## src/sv/utbd_pkg.sv

```systemverilog
// Shared constants, types and the digit character table for the base-digit converter.
package utbd_pkg;

	localparam int VALUE_BITS_DEF = 16;
	localparam int IN_BITS        = 16;
	localparam int RADIX_BITS     = 5;
	localparam int CHAR_BITS      = 7;
	localparam int DIG_BITS       = 4;
	localparam int MAX_DIGITS     = 16;
	localparam int CNT_BITS       = 5;
	localparam int STEP_BITS      = 8;

	localparam logic [RADIX_BITS-1:0] RADIX_MIN   = RADIX_BITS'(2);
	localparam logic [RADIX_BITS-1:0] RADIX_MAX   = RADIX_BITS'(16);
	localparam logic [RADIX_BITS-1:0] RADIX_RESET = RADIX_BITS'(10);

	localparam logic [CHAR_BITS-1:0] DIGIT_CHARS [16] = '{
		7'h30, 7'h31, 7'h32, 7'h33, 7'h34, 7'h35, 7'h36, 7'h37,
		7'h38, 7'h39, 7'h41, 7'h42, 7'h43, 7'h44, 7'h45, 7'h46
	};

	typedef enum logic [1:0] {
		ST_IDLE,
		ST_DIV,
		ST_EMIT
	} utbd_state_t;

	typedef struct packed {
		logic load;
		logic div;
		logic emit;
	} utbd_cmd_t;

	typedef struct packed {
		logic div_last;
		logic quot_zero;
		logic stack_full;
		logic emit_last;
	} utbd_status_t;

endpackage

```

## src/sv/unsigned_to_base_digits.sv

```systemverilog
// Top level of the unsigned value to ASCII base-digit converter.
//
// Pulse start while busy is low to transfer one value; the block then
// divides it repeatedly by the configured radix (2 to 16, written through
// the cfg channel, reset 10, out-of-range writes saturate) and emits the
// digits as ASCII characters, most significant first, one per cycle, each
// marked by a single-cycle digit_valid. The receiver cannot stall: every
// digit must be taken in the cycle it appears. The final digit carries
// last_digit, and a value of zero gives the single digit '0'. The value is
// divided by the radix once per digit into a digit stack of up to sixteen
// digits, which is then emitted; the shared divider retires eight quotient
// bits per cycle on min(VALUE_BITS,16) input bits padded to whole bytes.
// The last digit appears in the first cycle with busy low, and a new start
// may be given in that same cycle. Write the radix only while idle.
module unsigned_to_base_digits
	import utbd_pkg::*;
#(
	parameter int VALUE_BITS = VALUE_BITS_DEF
) (
	input  logic                  clk,
	input  logic                  arst_n,
	input  logic                  start,
	output logic                  busy,
	input  logic [IN_BITS-1:0]    value,
	output logic                  digit_valid,
	output logic [CHAR_BITS-1:0]  digit_char,
	output logic                  last_digit,
	input  logic                  cfg_valid,
	output logic                  cfg_ready,
	input  logic [RADIX_BITS-1:0] cfg_data
);

	utbd_cmd_t    cmd;
	utbd_status_t status;

	// The radix register accepts a write in any cycle.
	assign cfg_ready = 1'b1;

	utbd_ctrl u_ctrl (
		.clk    (clk),
		.arst_n (arst_n),
		.start  (start),
		.status (status),
		.cmd    (cmd),
		.busy   (busy)
	);

	utbd_dp #(
		.VALUE_BITS (VALUE_BITS)
	) u_dp (
		.clk         (clk),
		.arst_n      (arst_n),
		.cmd         (cmd),
		.status      (status),
		.value       (value),
		.cfg_wr      (cfg_valid && cfg_ready),
		.cfg_data    (cfg_data),
		.digit_valid (digit_valid),
		.digit_char  (digit_char),
		.last_digit  (last_digit)
	);

	// Every strobed character is one of '0'-'9' or 'A'-'F'.
	a_char_legal: assert property (@(posedge clk) disable iff (!arst_n)
		digit_valid |-> ((digit_char >= 7'h30 && digit_char <= 7'h39) ||
			(digit_char >= 7'h41 && digit_char <= 7'h46)))
		else $error("digit character outside the digit set");

	// An accepted start makes the block busy in the next cycle.
	a_start_busy: assert property (@(posedge clk) disable iff (!arst_n)
		(start && !busy) |=> busy)
		else $error("start transfer did not raise busy");

	// Busy drops exactly as the last digit of a number is shown.
	a_done_last: assert property (@(posedge clk) disable iff (!arst_n)
		$fell(busy) |-> (digit_valid && last_digit))
		else $error("busy dropped without a final digit");

	// No digit follows the final one of a number directly.
	a_last_gap: assert property (@(posedge clk) disable iff (!arst_n)
		(digit_valid && last_digit) |=> !digit_valid)
		else $error("digit strobed right after a final digit");

endmodule

```

## src/sv/utbd_ctrl.sv

```systemverilog
// Sequencing state machine of the base-digit converter.
module utbd_ctrl
	import utbd_pkg::*;
(
	input  logic         clk,
	input  logic         arst_n,
	input  logic         start,
	input  utbd_status_t status,
	output utbd_cmd_t    cmd,
	output logic         busy
);

	utbd_state_t state_q;
	utbd_state_t state_nx;

	always_ff @(posedge clk or negedge arst_n) begin
		if (!arst_n) begin
			state_q <= ST_IDLE;
		end else begin
			state_q <= state_nx;
		end
	end

	always_comb begin
		state_nx = state_q;
		case (state_q)
			ST_IDLE: begin
				if (start) begin
					state_nx = ST_DIV;
				end
			end
			ST_DIV: begin
				if (status.div_last && (status.quot_zero || status.stack_full)) begin
					state_nx = ST_EMIT;
				end
			end
			ST_EMIT: begin
				if (status.emit_last) begin
					state_nx = ST_IDLE;
				end
			end
			default: begin
				state_nx = ST_IDLE;
			end
		endcase
	end

	always_comb begin
		cmd  = '0;
		busy = 1'b1;
		case (state_q)
			ST_IDLE: begin
				cmd.load = start;
				busy     = 1'b0;
			end
			ST_DIV: begin
				cmd.div = 1'b1;
			end
			ST_EMIT: begin
				cmd.emit = 1'b1;
			end
			default: begin
				busy = 1'b1;
			end
		endcase
	end

endmodule

```

## src/sv/utbd_dp.sv

```systemverilog
// Datapath: radix register, chunked restoring divider, digit stack and result register.
module utbd_dp
	import utbd_pkg::*;
#(
	parameter int VALUE_BITS = VALUE_BITS_DEF
) (
	input  logic                  clk,
	input  logic                  arst_n,
	input  utbd_cmd_t             cmd,
	output utbd_status_t          status,
	input  logic [IN_BITS-1:0]    value,
	input  logic                  cfg_wr,
	input  logic [RADIX_BITS-1:0] cfg_data,
	output logic                  digit_valid,
	output logic [CHAR_BITS-1:0]  digit_char,
	output logic                  last_digit
);

	// Bits of the input that take part, padded up to whole division chunks.
	localparam int VW = (VALUE_BITS < IN_BITS) ? VALUE_BITS : IN_BITS;
	localparam int DIV_CYCLES = (VW + STEP_BITS - 1) / STEP_BITS;
	localparam int DW = DIV_CYCLES * STEP_BITS;
	localparam int SW = (DIV_CYCLES > 1) ? $clog2(DIV_CYCLES) : 1;

	logic [RADIX_BITS-1:0] radix_q;
	logic [DW-1:0]         work_q;
	logic [DIG_BITS-1:0]   rem_q;
	logic [SW-1:0]         stp_q;
	logic [CNT_BITS-1:0]   cnt_q;
	logic [DIG_BITS-1:0]   stk_q [MAX_DIGITS];
	logic                  digit_valid_q;
	logic [CHAR_BITS-1:0]  digit_char_q;
	logic                  last_q;

	logic [DW-1:0]         work_nx;
	logic [DIG_BITS-1:0]   rem_nx;
	logic [CNT_BITS-1:0]   cnt_dec;
	logic [DIG_BITS-1:0]   rd_idx;
	logic                  div_last;

	always_ff @(posedge clk or negedge arst_n) begin
		if (!arst_n) begin
			radix_q <= RADIX_RESET;
		end else if (cfg_wr) begin
			if (cfg_data < RADIX_MIN) begin
				radix_q <= RADIX_MIN;
			end else if (cfg_data > RADIX_MAX) begin
				radix_q <= RADIX_MAX;
			end else begin
				radix_q <= cfg_data;
			end
		end
	end

	// Eight restoring steps per cycle; the remainder stays below the radix.
	always_comb begin
		logic [RADIX_BITS-1:0] r;
		logic [DW-1:0]         w;
		r = {1'b0, rem_q};
		w = work_q;
		for (int i = 0; i < STEP_BITS; i++) begin
			r = {r[DIG_BITS-1:0], w[DW-1]};
			w = {w[DW-2:0], 1'b0};
			if (r >= radix_q) begin
				r    = r - radix_q;
				w[0] = 1'b1;
			end
		end
		rem_nx  = r[DIG_BITS-1:0];
		work_nx = w;
	end

	assign div_last = (stp_q == SW'(DIV_CYCLES - 1));
	assign cnt_dec  = cnt_q - CNT_BITS'(1);
	assign rd_idx   = cnt_dec[DIG_BITS-1:0];

	assign status.div_last   = div_last;
	assign status.quot_zero  = (work_nx == '0);
	assign status.stack_full = (cnt_q == CNT_BITS'(MAX_DIGITS - 1));
	assign status.emit_last  = (cnt_q == CNT_BITS'(1));

	always_ff @(posedge clk) begin
		if (cmd.load) begin
			work_q <= DW'(value[VW-1:0]);
			rem_q  <= '0;
		end else if (cmd.div) begin
			work_q <= work_nx;
			rem_q  <= div_last ? '0 : rem_nx;
			if (div_last) begin
				stk_q[cnt_q[DIG_BITS-1:0]] <= rem_nx;
			end
		end
		if (cmd.emit) begin
			digit_char_q <= DIGIT_CHARS[stk_q[rd_idx]];
			last_q       <= (cnt_q == CNT_BITS'(1));
		end
	end

	always_ff @(posedge clk or negedge arst_n) begin
		if (!arst_n) begin
			stp_q         <= '0;
			cnt_q         <= '0;
			digit_valid_q <= 1'b0;
		end else begin
			digit_valid_q <= cmd.emit;
			if (cmd.load) begin
				stp_q <= '0;
				cnt_q <= '0;
			end else if (cmd.div) begin
				if (div_last) begin
					stp_q <= '0;
					cnt_q <= cnt_q + CNT_BITS'(1);
				end else begin
					stp_q <= stp_q + SW'(1);
				end
			end else if (cmd.emit) begin
				cnt_q <= cnt_dec;
			end
		end
	end

	assign digit_valid = digit_valid_q;
	assign digit_char  = digit_char_q;
	assign last_digit  = last_q;

	a_cnt_bound: assert property (@(posedge clk) disable iff (!arst_n)
		cnt_q <= CNT_BITS'(MAX_DIGITS))
		else $error("digit stack count beyond capacity");

	a_emit_nonempty: assert property (@(posedge clk) disable iff (!arst_n)
		cmd.emit |-> cnt_q != '0)
		else $error("emitting from an empty digit stack");

	a_radix_range: assert property (@(posedge clk) disable iff (!arst_n)
		radix_q >= RADIX_MIN && radix_q <= RADIX_MAX)
		else $error("radix register outside two to sixteen");

endmodule
```

## config.mk

```make
export PLATFORM = sky130hd
export DESIGN_NAME = unsigned_to_base_digits
export DESIGN_NICKNAME = d
export VERILOG_FILES = /design/src/sv/utbd_pkg.sv /design/src/sv/unsigned_to_base_digits.sv /design/src/sv/utbd_ctrl.sv /design/src/sv/utbd_dp.sv
export SDC_FILE = /design/constraint.sdc
export NUM_CORES = 1
export LEC_CHECK = 0
export BUFFER_PORTS_ARGS = -buffer_cell sky130_fd_sc_hd__buf_4
export CAP_MARGIN = 20
export CORE_UTILIZATION = 44
export CTS_BUF_LIST = sky130_fd_sc_hd__clkbuf_4 sky130_fd_sc_hd__clkbuf_8
export DETAILED_ROUTE_END_ITERATION = 8
export HOLD_SLACK_MARGIN = 0.02
export RECOVER_POWER = 25
export SLEW_MARGIN = 20
export SYNTH_ARGS = -nofsm -noshare
export SYNTH_HDL_FRONTEND = slang
export SYNTH_SLANG_ARGS = --single-unit
```

## constraint.sdc

```tcl
create_clock -name clk -period 10.1 [get_ports clk]
set_input_delay 1.01 -clock clk [delete_from_list [all_inputs] [get_ports clk]]
set_output_delay 1.01 -clock clk [all_outputs]
set_load 0.01 [all_outputs]
```

Word level (Yosys, flattened, before mapping)
Memories as Yosys holds them, arrays and structs flattened. A register that Yosys moved wholly into a read port is not among the register bits.
Cells that the tools add are included.
Word-level totals
  bits in registers: 35
  memory bits (writable): 64
  memory bits (read-only): 112
  output and inout port bits: 11
  memories: 2
Operators by class
  add/sub/neg operators: 11
  $lt $le $gt $ge: 10
  equality and inequality tests: 8
  multiplexer cells: 40
  bitwise logic cells: 1
  reduce and logical (&&, ||, !) cells: 8
Memory list
  (no name shown): depth 16, width 7, read ports 1, clocked after Yosys merged registers in 1, write ports 0, line utbd_dp.sv:94  | digit_char_q <= DIGIT_CHARS[stk_q[rd_idx]];
  u_dp.stk_q: depth 16, width 4, read ports 1, clocked after Yosys merged registers in 0, write ports 1, line utbd_dp.sv:30  | logic [DIG_BITS-1:0] stk_q [MAX_DIGITS];
Operators with widths (count)
  5-bit >= comparator: 8
  4-bit 2-to-1 mux: 9
  16-bit 2-to-1 mux: 2
  4-bit subtractor: 8
  5-bit 2-to-1 mux: 6
  1-bit 2-to-1 mux: 19
  16-bit zero test: 1
  2-bit 2-to-1 mux: 3
  2-bit case mux with 3 select lines: 1
  5-bit by 1-bit adder with 5-bit output, second input constant: 1
  5-bit by 1-bit == test with 1-bit output, second input constant: 1
  5-bit by 4-bit == test with 1-bit output, second input constant: 1
  5-bit greater-than comparator, second input constant: 1
  5-bit by 2-bit < comparator with 1-bit output, second input constant: 1
  4-bit inverter with 5-bit output: 1
  5-bit by 1-bit subtractor with 5-bit output, second input constant: 1
  2-bit inequality test, second input constant: 2
  3-bit by 1-bit inequality test with 1-bit output, second input constant: 1
  3-bit AND reduction: 1
  3-bit nonzero test: 1
  2-bit by 1-bit == test with 1-bit output, second input constant: 1
  2-bit == test, second input constant: 1
  2-bit zero test: 1
  2-bit by 1-bit inequality test with 1-bit output, second input constant: 1
  other kinds (5): 5

Logic depth before layout (Yosys ltp)
Gate-level depths: netlist (run 1).
  depth in word-level cells: 21
  mapped depth: 49

Cells and area by module
From an unflattened synthesis (run 1), not the netlist that was laid out.
Unflattened totals
  cells, all modules: 538
  area total of the unflattened synthesis: 6411.1 um2
Modules (own cells, without submodules)
  utbd_dp: times used 1, cells each 523, area each 6277.3 um2, sequential area each 2995.4 um2
  utbd_ctrl: times used 1, cells each 13, area each 122.6 um2, sequential area each 50.0 um2
  unsigned_to_base_digits: times used 1, cells each 2, area each 11.3 um2, sequential area each 0.0 um2

Worst setup path before layout (run 1)
Ideal clock, no wire load.
  kind: register to register
  start point: register u_dp.radix_q[1]
  end point: memory u_dp.stk_q[0][1] (data pin)
  library setup time: 291 ps
  arrival time: 10919 ps
  setup slack: -1110 ps
  stages on the path, launching flop included: 44
  path buffers: 3
  period minus slack after synthesis: 11210 ps
  path through: dfstp_2 inv_1 ha_1 a211oi_1 o31a_1 buf_2 mux2_4 ha_1 o211ai_1 o21ai_1 mux2_2 inv_1 ha_1 a211oi_1 o21a_1 mux2_2 inv_1 ha_1 [8 not listed] mux2i_1 ha_1 a31oi_1 o21a_1 mux2i_1 ha_1 and3_1 nor4_1 a21o_1 mux2_2 inv_1 ha_1 nand2_1 o21ai_1 a31oi_1 clkbuf_1 nor2_1 a21oi_1
On the way
  word-level cells in the longest chain between the ends: 16
  elaborated cells on any way between the ends: 24
Ends and longest elaborated chain
  from (decl): line utbd_dp.sv:25  | logic [RADIX_BITS-1:0] radix_q;
  from (signal assigned): line utbd_dp.sv:50  | radix_q <= cfg_data;
  4-bit subtractor or 5-bit >= comparator (tied branches): line utbd_dp.sv:65, utbd_dp.sv:64
  4-bit 2-to-1 mux: line utbd_dp.sv:64  | if (r >= radix_q) begin
  4-bit subtractor or 5-bit >= comparator (tied branches): line utbd_dp.sv:65, utbd_dp.sv:64
  4-bit 2-to-1 mux: line utbd_dp.sv:64
  4-bit subtractor or 5-bit >= comparator (tied branches): line utbd_dp.sv:65, utbd_dp.sv:64
  4-bit 2-to-1 mux: line utbd_dp.sv:64
  5-bit >= comparator or 4-bit subtractor (tied branches): line utbd_dp.sv:64, utbd_dp.sv:65
  4-bit 2-to-1 mux: line utbd_dp.sv:64
  4-bit subtractor or 5-bit >= comparator (tied branches): line utbd_dp.sv:65, utbd_dp.sv:64
  4-bit 2-to-1 mux: line utbd_dp.sv:64
  4-bit subtractor or 5-bit >= comparator (tied branches): line utbd_dp.sv:65, utbd_dp.sv:64
  4-bit 2-to-1 mux: line utbd_dp.sv:64
  5-bit >= comparator or 4-bit subtractor (tied branches): line utbd_dp.sv:64, utbd_dp.sv:65
  4-bit 2-to-1 mux: line utbd_dp.sv:64
  4-bit subtractor or 5-bit >= comparator (tied branches): line utbd_dp.sv:65, utbd_dp.sv:64
  4-bit 2-to-1 mux *: line utbd_dp.sv:64
  named net u_dp.rem_nx[1]: line utbd_dp.sv:36  | logic [DIG_BITS-1:0] rem_nx;
  to (decl): line utbd_dp.sv:30
Mark *: on every way through the listed nets, which the timed path passes. The rest lies on a longest branch.

Final worst setup path (run 1)
  start point: register u_dp.work_q[15]
  end point: memory u_dp.stk_q[7][3] (data pin)
On the way
  word-level cells in the longest chain between the ends: 16
  elaborated cells on any way between the ends: 24
Ends and longest elaborated chain
  from (decl): line utbd_dp.sv:26  | logic [DW-1:0] work_q;
  from (signal assigned): line utbd_dp.sv:84  | work_q <= DW'(value[VW-1:0]);
  from (signal assigned): line utbd_dp.sv:87  | work_q <= work_nx;
  4-bit subtractor or 5-bit >= comparator (tied branches): line utbd_dp.sv:65, utbd_dp.sv:64
  4-bit 2-to-1 mux *: line utbd_dp.sv:64
  4-bit subtractor or 5-bit >= comparator (tied branches): line utbd_dp.sv:65, utbd_dp.sv:64
  4-bit 2-to-1 mux *: line utbd_dp.sv:64
  4-bit subtractor or 5-bit >= comparator (tied branches): line utbd_dp.sv:65, utbd_dp.sv:64
  4-bit 2-to-1 mux *: line utbd_dp.sv:64
  4-bit subtractor or 5-bit >= comparator (tied branches): line utbd_dp.sv:65, utbd_dp.sv:64
  4-bit 2-to-1 mux *: line utbd_dp.sv:64
  5-bit >= comparator or 4-bit subtractor (tied branches): line utbd_dp.sv:64, utbd_dp.sv:65
  4-bit 2-to-1 mux *: line utbd_dp.sv:64
  4-bit subtractor or 5-bit >= comparator (tied branches): line utbd_dp.sv:65, utbd_dp.sv:64
  4-bit 2-to-1 mux *: line utbd_dp.sv:64
  4-bit subtractor or 5-bit >= comparator (tied branches): line utbd_dp.sv:65, utbd_dp.sv:64
  4-bit 2-to-1 mux *: line utbd_dp.sv:64
  4-bit subtractor or 5-bit >= comparator (tied branches): line utbd_dp.sv:65, utbd_dp.sv:64
  4-bit 2-to-1 mux *: line utbd_dp.sv:64
  named net u_dp.rem_nx[3]: line utbd_dp.sv:36
Marks and branches as above.

==> impl_metrics.ini, run 1 <==
[die]
rows = 43
ios = 36
initial_core_util = 0.456
fp.dieArea_um2 = 15000
die_w_um = 123
die_y_um = 123
core_um2 = 14000

[logic_synthesis]
postSynthCellCount = 554
synth-async-reset-ratio = 0.133
syn_area_um2 = 6400
ys_seq_area_frac = 0.475
synth-seq-cells = 105
netlist_top_cells_area = edfxtp_1, ha_1, mux4_2
synth_fp_nets = 640
synth.avg_cell_area_um2 = 11.6
ys.flop_type = edfxtp_1
yosys_warnings = 0
synthDistinctLibCells = 59
synth_edf_count = 87
yosysTopAreaCell = edfxtp_1
synth.top_cell.area_share = 0.408

[setup_path]
path_buf_inv = 4
crit_required_ns = 10.20
cp-start-kind = register
worstSetupPathType = reg -> reg
worst_r2r_path_depth = 44
crit_slowest_cell = edfxtp_1
r2r_slack_ns = 0.25
cp-end-kind = register
cp.depth = 44
critPathTopFamily = compound AO/OA/AOI/OAI gates
worst_path_most_repeated_cell = ha_4
arrival_ns = 9.95
crit_fanout = 16
slowest_delay_ns = 0.47

[global_routing]
grt_pass1_wl_um = 23300
grt-ovfl-total = 0
grt_max_degree = 28
grt_pass1_vias = 4428
antenna_found_initial = 0
grt.total_usage = 0.209

[timing]
holdWs_ns = 0.511
hold_violations = 0
finalMaxSlewViolations = 24
period_needed_ns = 9.85
relSlewSlack = -0.136
setup_tns_ns = 0
finClkSkew_ns = 0.0204
finalSetupViolCount = 0
fmax_mhz = 102
fin_crit_sh = 0.975
worst_pin_slew_ns = 1.70

[cells_and_area]
n_antenna_cell = 0
post-route-cell-area_um2 = 7790
syn_to_final_growth_pct = 21.6
final_nets = 716
drive_above_1_share = 0.283

[drt]
drt-vias-per-instance = 5.54
drt-total-wl_um = 15400
vias = 4519
ant_nets = 0
drt-wirelength-per-cell_um = 18.9
dr.pass1.iters = 4
drc = 0
drt_iter0_drc = 401

[clock_network]
cts_tree = yes
ctsHoldBuffers = 0
cts_sinks = 105
cts_buffers = 9
cts_buffer_depth = 2
clk_latency_ns = 0.39
h-tree-depth = 3
clk_pin_slew_ns = 0.11
cts-root-buf = clkbuf_8

[placement]
port_buffers = 34
dp_hpwl_um = 10800
post_dp_cell_area_um2 = 7110
gp_congestion = 0.897

[job]
cap_violations = 1

[worst_hold_path]
worstHoldPathType = reg -> reg
hold_depth = 2

[outcome]
violations = max-capacitance violations, max-slew violations
status = complete, but fails checks
cells by family (layout without fill, tap and decap cells):
family / after synthesis / count (layout) / share of synthesized area
xor gates and xnor gates: 20 / 20 / 0.0297
AOI/OAI and AO/OA: 118 / 118 / 0.118
other: 1 / 1 / 0.000585
muxes: 40 / 40 / 0.101
and+or+nand+nor: 149 / 149 / 0.109
DFF: 105 / 105 / 0.475
adders and majority gates: 61 / 61 / 0.129
buffers and inverters: 60 / 141 / 0.0385
cells in the final DEF, fill, tap and decap left out, drive strengths merged, types with 5 or more instances in the layout:
master  synthesis  final
a211oi          7      7
a21o           13     13
a21oi          33     33
a31oi           6      6
and2            6      6
and3            5      5
buf             9     68
clkbuf          9     25
dfrtp          12     12
edfxtp         87     87
fa              8      8
ha             53     53
inv            41     41
mux2           12     12
mux2i          10     10
mux4           18     18
nand2          53     53
nand2b         16     16
nand3b          5      5
nor2           44     44
nor4            5      5
o211ai          6      6
o21a            7      7
o21ai          25     25
xnor2          14     14
xor2            6      6
per-stage QoR:
stage	worst slack (ns)	std cells	utilization
floorplan	-0.00942	554	-
global placement	0.138	770	0.507
detailed placement	-0.0756	770	0.507
CTS	0.0264	790	0.523
global route	-0.187	815	0.555
finish	0.254	815	0.555
synthesized netlist by cell type, drive strengths merged (2+ instances only):
cell type and n:
xor2 6, a21o 13, a2bb2oi 3, fa 8, or2 2, mux2i 10
dfxtp 4, o21ai 25, nand3 2, nand2b 16, clkbuf 9, a21oi 33
nor3 4, o21a 7, edfxtp 87, and2 6, inv 41, mux2 12
dfrtp 12, nor2 44, buf 9, o31a 3, nand2 53, nand3b 5
nor4 5, o211ai 6, mux4 18, and3 5, ha 53, o21bai 2
nor2b 4, xnor2 14, dfstp 2, a31oi 6, a211oi 7, o22ai 2
o31ai 3
flip-flops by register name, summed over array words and instances (netlist names):
register / count
u_dp.stk_q: 64
u_dp.work_q: 16
u_dp.digit_char: 6
u_dp.cnt_q: 5
u_dp.radix_q: 5
u_dp.rem_q: 4
u_ctrl.state_q: 2
u_dp.digit_valid: 1
u_dp.div_last: 1
u_dp.last_digit: 1
routing by layer:
metal,wire [um],GRT usage
met1,7500,0.296
met2,7220,0.328
met3,594,0.0455
met4,127,0.0488
met5,0,0
layout make-up:
| cell class | instances | area [um^2] |
|---|---|---|
| clock buffers | 10 | 131 |
| clock inverters | 6 | 66.3 |
| fillers | 1190 | 6250 |
| inverters | 42 | 164 |
| multi-input cells | 389 | 3540 |
| flip-flops and latches | 105 | 3050 |
| well taps | 180 | 225 |
| repair buffers | 83 | 618 |
worst paths after layout:
path,startpoint,endpoint
setup / recovery,u_dp.work_q[15]$_DFFE_PP_,u_dp.stk_q[7][3]$_DFFE_PP_
hold / removal,u_dp.rem_q[1]$_SDFFE_PP0P_,u_dp.rem_q[1]$_SDFFE_PP0P_
setup reg to reg,u_dp.work_q[15]$_DFFE_PP_,u_dp.stk_q[7][3]$_DFFE_PP_
hold reg to reg,u_dp.rem_q[1]$_SDFFE_PP0P_,u_dp.rem_q[1]$_SDFFE_PP0P_
max in group asynchronous,arst_n,u_dp.cnt_q[4]$_DFFE_PN0P_
min in group asynchronous,arst_n,u_dp.cnt_q[3]$_DFFE_PN0P_
tightest hold or removal path: stages, from the launching register on:
cell and delay [ns]:
dfxtp_1 0.35, nand2b_1 0.07, a21oi_1 0.05
repair_timing:
item,CTS,global route
pin swaps,0,38
endpoints found under the setup margin,46,71
buffers inserted,4,26
gates resized for setup,1,54
Power of run 1 is not shown: default switching activity piles up to over one toggle a cycle in this logic, so the estimate is an artifact.
==> run 2: changes to the inputs <==
- GPL_ROUTABILITY_DRIVEN: default -> 1
- SYNTH_HIERARCHICAL: default -> 1
==> run 2 against run 1 <==
Effect of this change:
- the flow finishes with violations (max-capacitance violations, max-slew violations, negative setup slack)
- final cell count up 5.0%
- count of clock-buffer cells in the layout down 1
- cell area up 6.4%
- register-to-register slack worse by 0.58 ns
- hold slack better by 0.013 ns
- fmax down 5.6%
- critical path depth up 3
- utilization up 3.5 points
- critical path type unchanged
- critical endpoint is now u_ctrl/state_q[0]$_DFFE_PN0P_
- largest cell class unchanged
- highest routed layer unchanged
==> impl_metrics.ini, run 2 <==
[logic_synthesis]
postSynthCellCount = 538
synth_most_common_cell = edfxtp_1
synth_edf_count = 87
yosysTopAreaCell = edfxtp_1
yosys_warnings = 6
synth-async-reset-ratio = 0.133
syn_area_um2 = 6410
synth-compound-area-share = 0.117
synth_fp_nets = 619
synth_top_family_by_area = multiplexers
synthSimpleGateAreaFrac = 0.102
synth-seq-cells = 105
synth.area.mux_share = 0.119
synthAdderAreaFrac = 0.119
ys_seq_area_frac = 0.475
synth.top_cell.area_share = 0.407
synth_xor_area_frac = 0.0273
synthDistinctLibCells = 67
ys.flop_type = edfxtp_1
synthTopCellsByCount = edfxtp_1, ha_1, inv_1, nor2_1, a21oi_1
synth.avg_cell_area_um2 = 11.9
netlist_top_cells_area = edfxtp_1, ha_1, mux4_2

[outcome]
status = complete, but fails checks
violations = max-capacitance violations, max-slew violations, negative setup slack

[global_routing]
grt.total_usage = 0.225
grt_max_degree = 24
grt_pass1_vias = 4811
grt_pass1_wl_um = 25300
antenna_found_initial = 0
grt-ovfl-total = 0

[clock_network]
clk_pin_slew_ns = 0.11
cts-root-buf = clkbuf_8
cts_buffers = 9
cts_tree = yes
cts_buffer_depth = 2
clk_latency_ns = 0.38
cts_sinks = 105
h-tree-depth = 3

[cells_and_area]
final_nets = 752
syn_to_final_growth_pct = 29.2
n_antenna_cell = 0
final_common_cell = buf_4
drive_above_1_share = 0.370
largest_reg_flops = 64
mostFrequentLayoutCells = buf_4, edfxtp_1, inv_1
fill_cells = 1153

[drt]
vias = 4725
dr.pass1.iters = 4
drt-total-wl_um = 15600
drt_iter0_drc = 330
drt-vias-per-instance = 5.52
drc = 0
ant_nets = 0
drt-wirelength-per-cell_um = 18.3

[die]
core_um2 = 14000
rows = 43
die_w_um = 123
ios = 36
initial_core_util = 0.457
fp.dieArea_um2 = 15100
die_y_um = 123

[timing]
period_needed_ns = 10.43
finalMaxSlewViolations = 22
hold_violations = 0
fmax_mhz = 95.9
fin_ws_ns = -0.327
relSlewSlack = -0.0508
grt_setup_unrepaired = true
finalSetupViolCount = 71
worst_pin_slew_ns = 1.58
fin_crit_sh = 1.03
finClkSkew_ns = 0.0133

[worst_hold_path]
hp-start = u_ctrl/state_q[1]$_DFFE_PN0P_
worstHoldPathType = reg -> reg

[setup_path]
reg2reg_from = u_dp/radix_q[1]$_DFFE_PN1P_
crit_slowest_cell = dfstp_2
critPathTopFamily = compound AO/OA/AOI/OAI gates
crit_fanout = 7
worstSetupPathType = reg -> reg
slowest_delay_ns = 0.57
crit_required_ns = 10.37
cp-end-kind = register
arrival_ns = 10.70
path_buf_inv = 3
cp-start-kind = register
setup.worst_path.start = u_dp/radix_q[1]$_DFFE_PN1P_
worst_path_most_repeated_cell = a21o_1

[placement]
dp_hpwl_um = 11000
pre_cts_slack_ns = -0.580
gp_congestion = 0.819
port_buffers = 34

[job]
cap_violations = 1
## run 2: cell count changes in the layout (fill, tap and decap cells not counted), moves of 7 or more
cell      before  now
o21ai_2        8    1
nand2_1       53   26
a21o_1        12   22
mux2_2         3   24
o21ai_0       12   19
inv_1         35   42
clkbuf_1      14    6
buf_4         60  123
a21oi_1       25   17
## run 2: per-layer routing
layer / vias to the layer above / part of all wire / track usage
met5: - / 0 / 0
met4: 0 / 0.011 / 0.0572
met3: 14 / 0.043 / 0.0353
met2: 107 / 0.47 / 0.360
met1: 2345 / 0.48 / 0.319
li1: 2259 / - / -
## run 2: final timing paths
path / end / slack, ns / cells after the start
max in group asynchronous: u_dp/cnt_q[4]$_DFFE_PN0P_ / 8.96 / 1
hold / removal: u_ctrl/state_q[1]$_DFFE_PN0P_ / 0.52 / 1
min in group asynchronous: u_dp/digit_valid$_DFF_PN0_ / 0.66 / 1
hold reg to reg: u_ctrl/state_q[1]$_DFFE_PN0P_ / 0.52 / 1
setup / recovery: u_ctrl/state_q[0]$_DFFE_PN0P_ / -0.33 / 47
setup reg to reg: u_ctrl/state_q[0]$_DFFE_PN0P_ / -0.33 / 47
## run 2: repair_timing
action	4_1_cts	5_1_grt
gates resized for setup	28	10
endpoints found under the setup margin	71	71
buffers inserted	19	4
gates cloned	3	0
hold buffers	0	0
pin swaps	24	20
## run 2: layout make-up
cell class / count / area (um^2) / share of cell area
multi-input combinational: 376 / 3560 / 0.430
sequential: 105 / 3050 / 0.368
timing repair buffer: 135 / 1050 / 0.127
tap: 180 / 225 / 0.0272
inverter: 44 / 171 / 0.0207
clock buffer: 9 / 124 / 0.0150
clock inverter: 7 / 103 / 0.0124
## run 2: cell families after synthesis
| kind of cell | after synthesis |
|---|---|
| AND/OR/NAND/NOR | 130 |
| AO/OA/AOI/OAI | 113 |
| flip-flops | 105 |
| buffers and inverters | 60 |
| adder cells (fa/ha/maj) | 56 |
| multiplexers | 53 |
| XOR/XNOR | 20 |
| other | 1 |
## run 2: through the flow
step	hold slack, ns	cells	instance area (um^2)	util	TNS, ns
after floorplan	0.470	538	6660	-	-11.12
after global placement	0.484	815	7660	0.545	-10.03
after detailed placement	0.503	815	7660	0.545	-22.81
after CTS	0.442	853	8240	0.586	-10.23
after global routing	0.563	856	8290	0.590	-43.17
final	0.524	856	8290	0.590	-16.29
Power of run 2 is left out for the same reason.
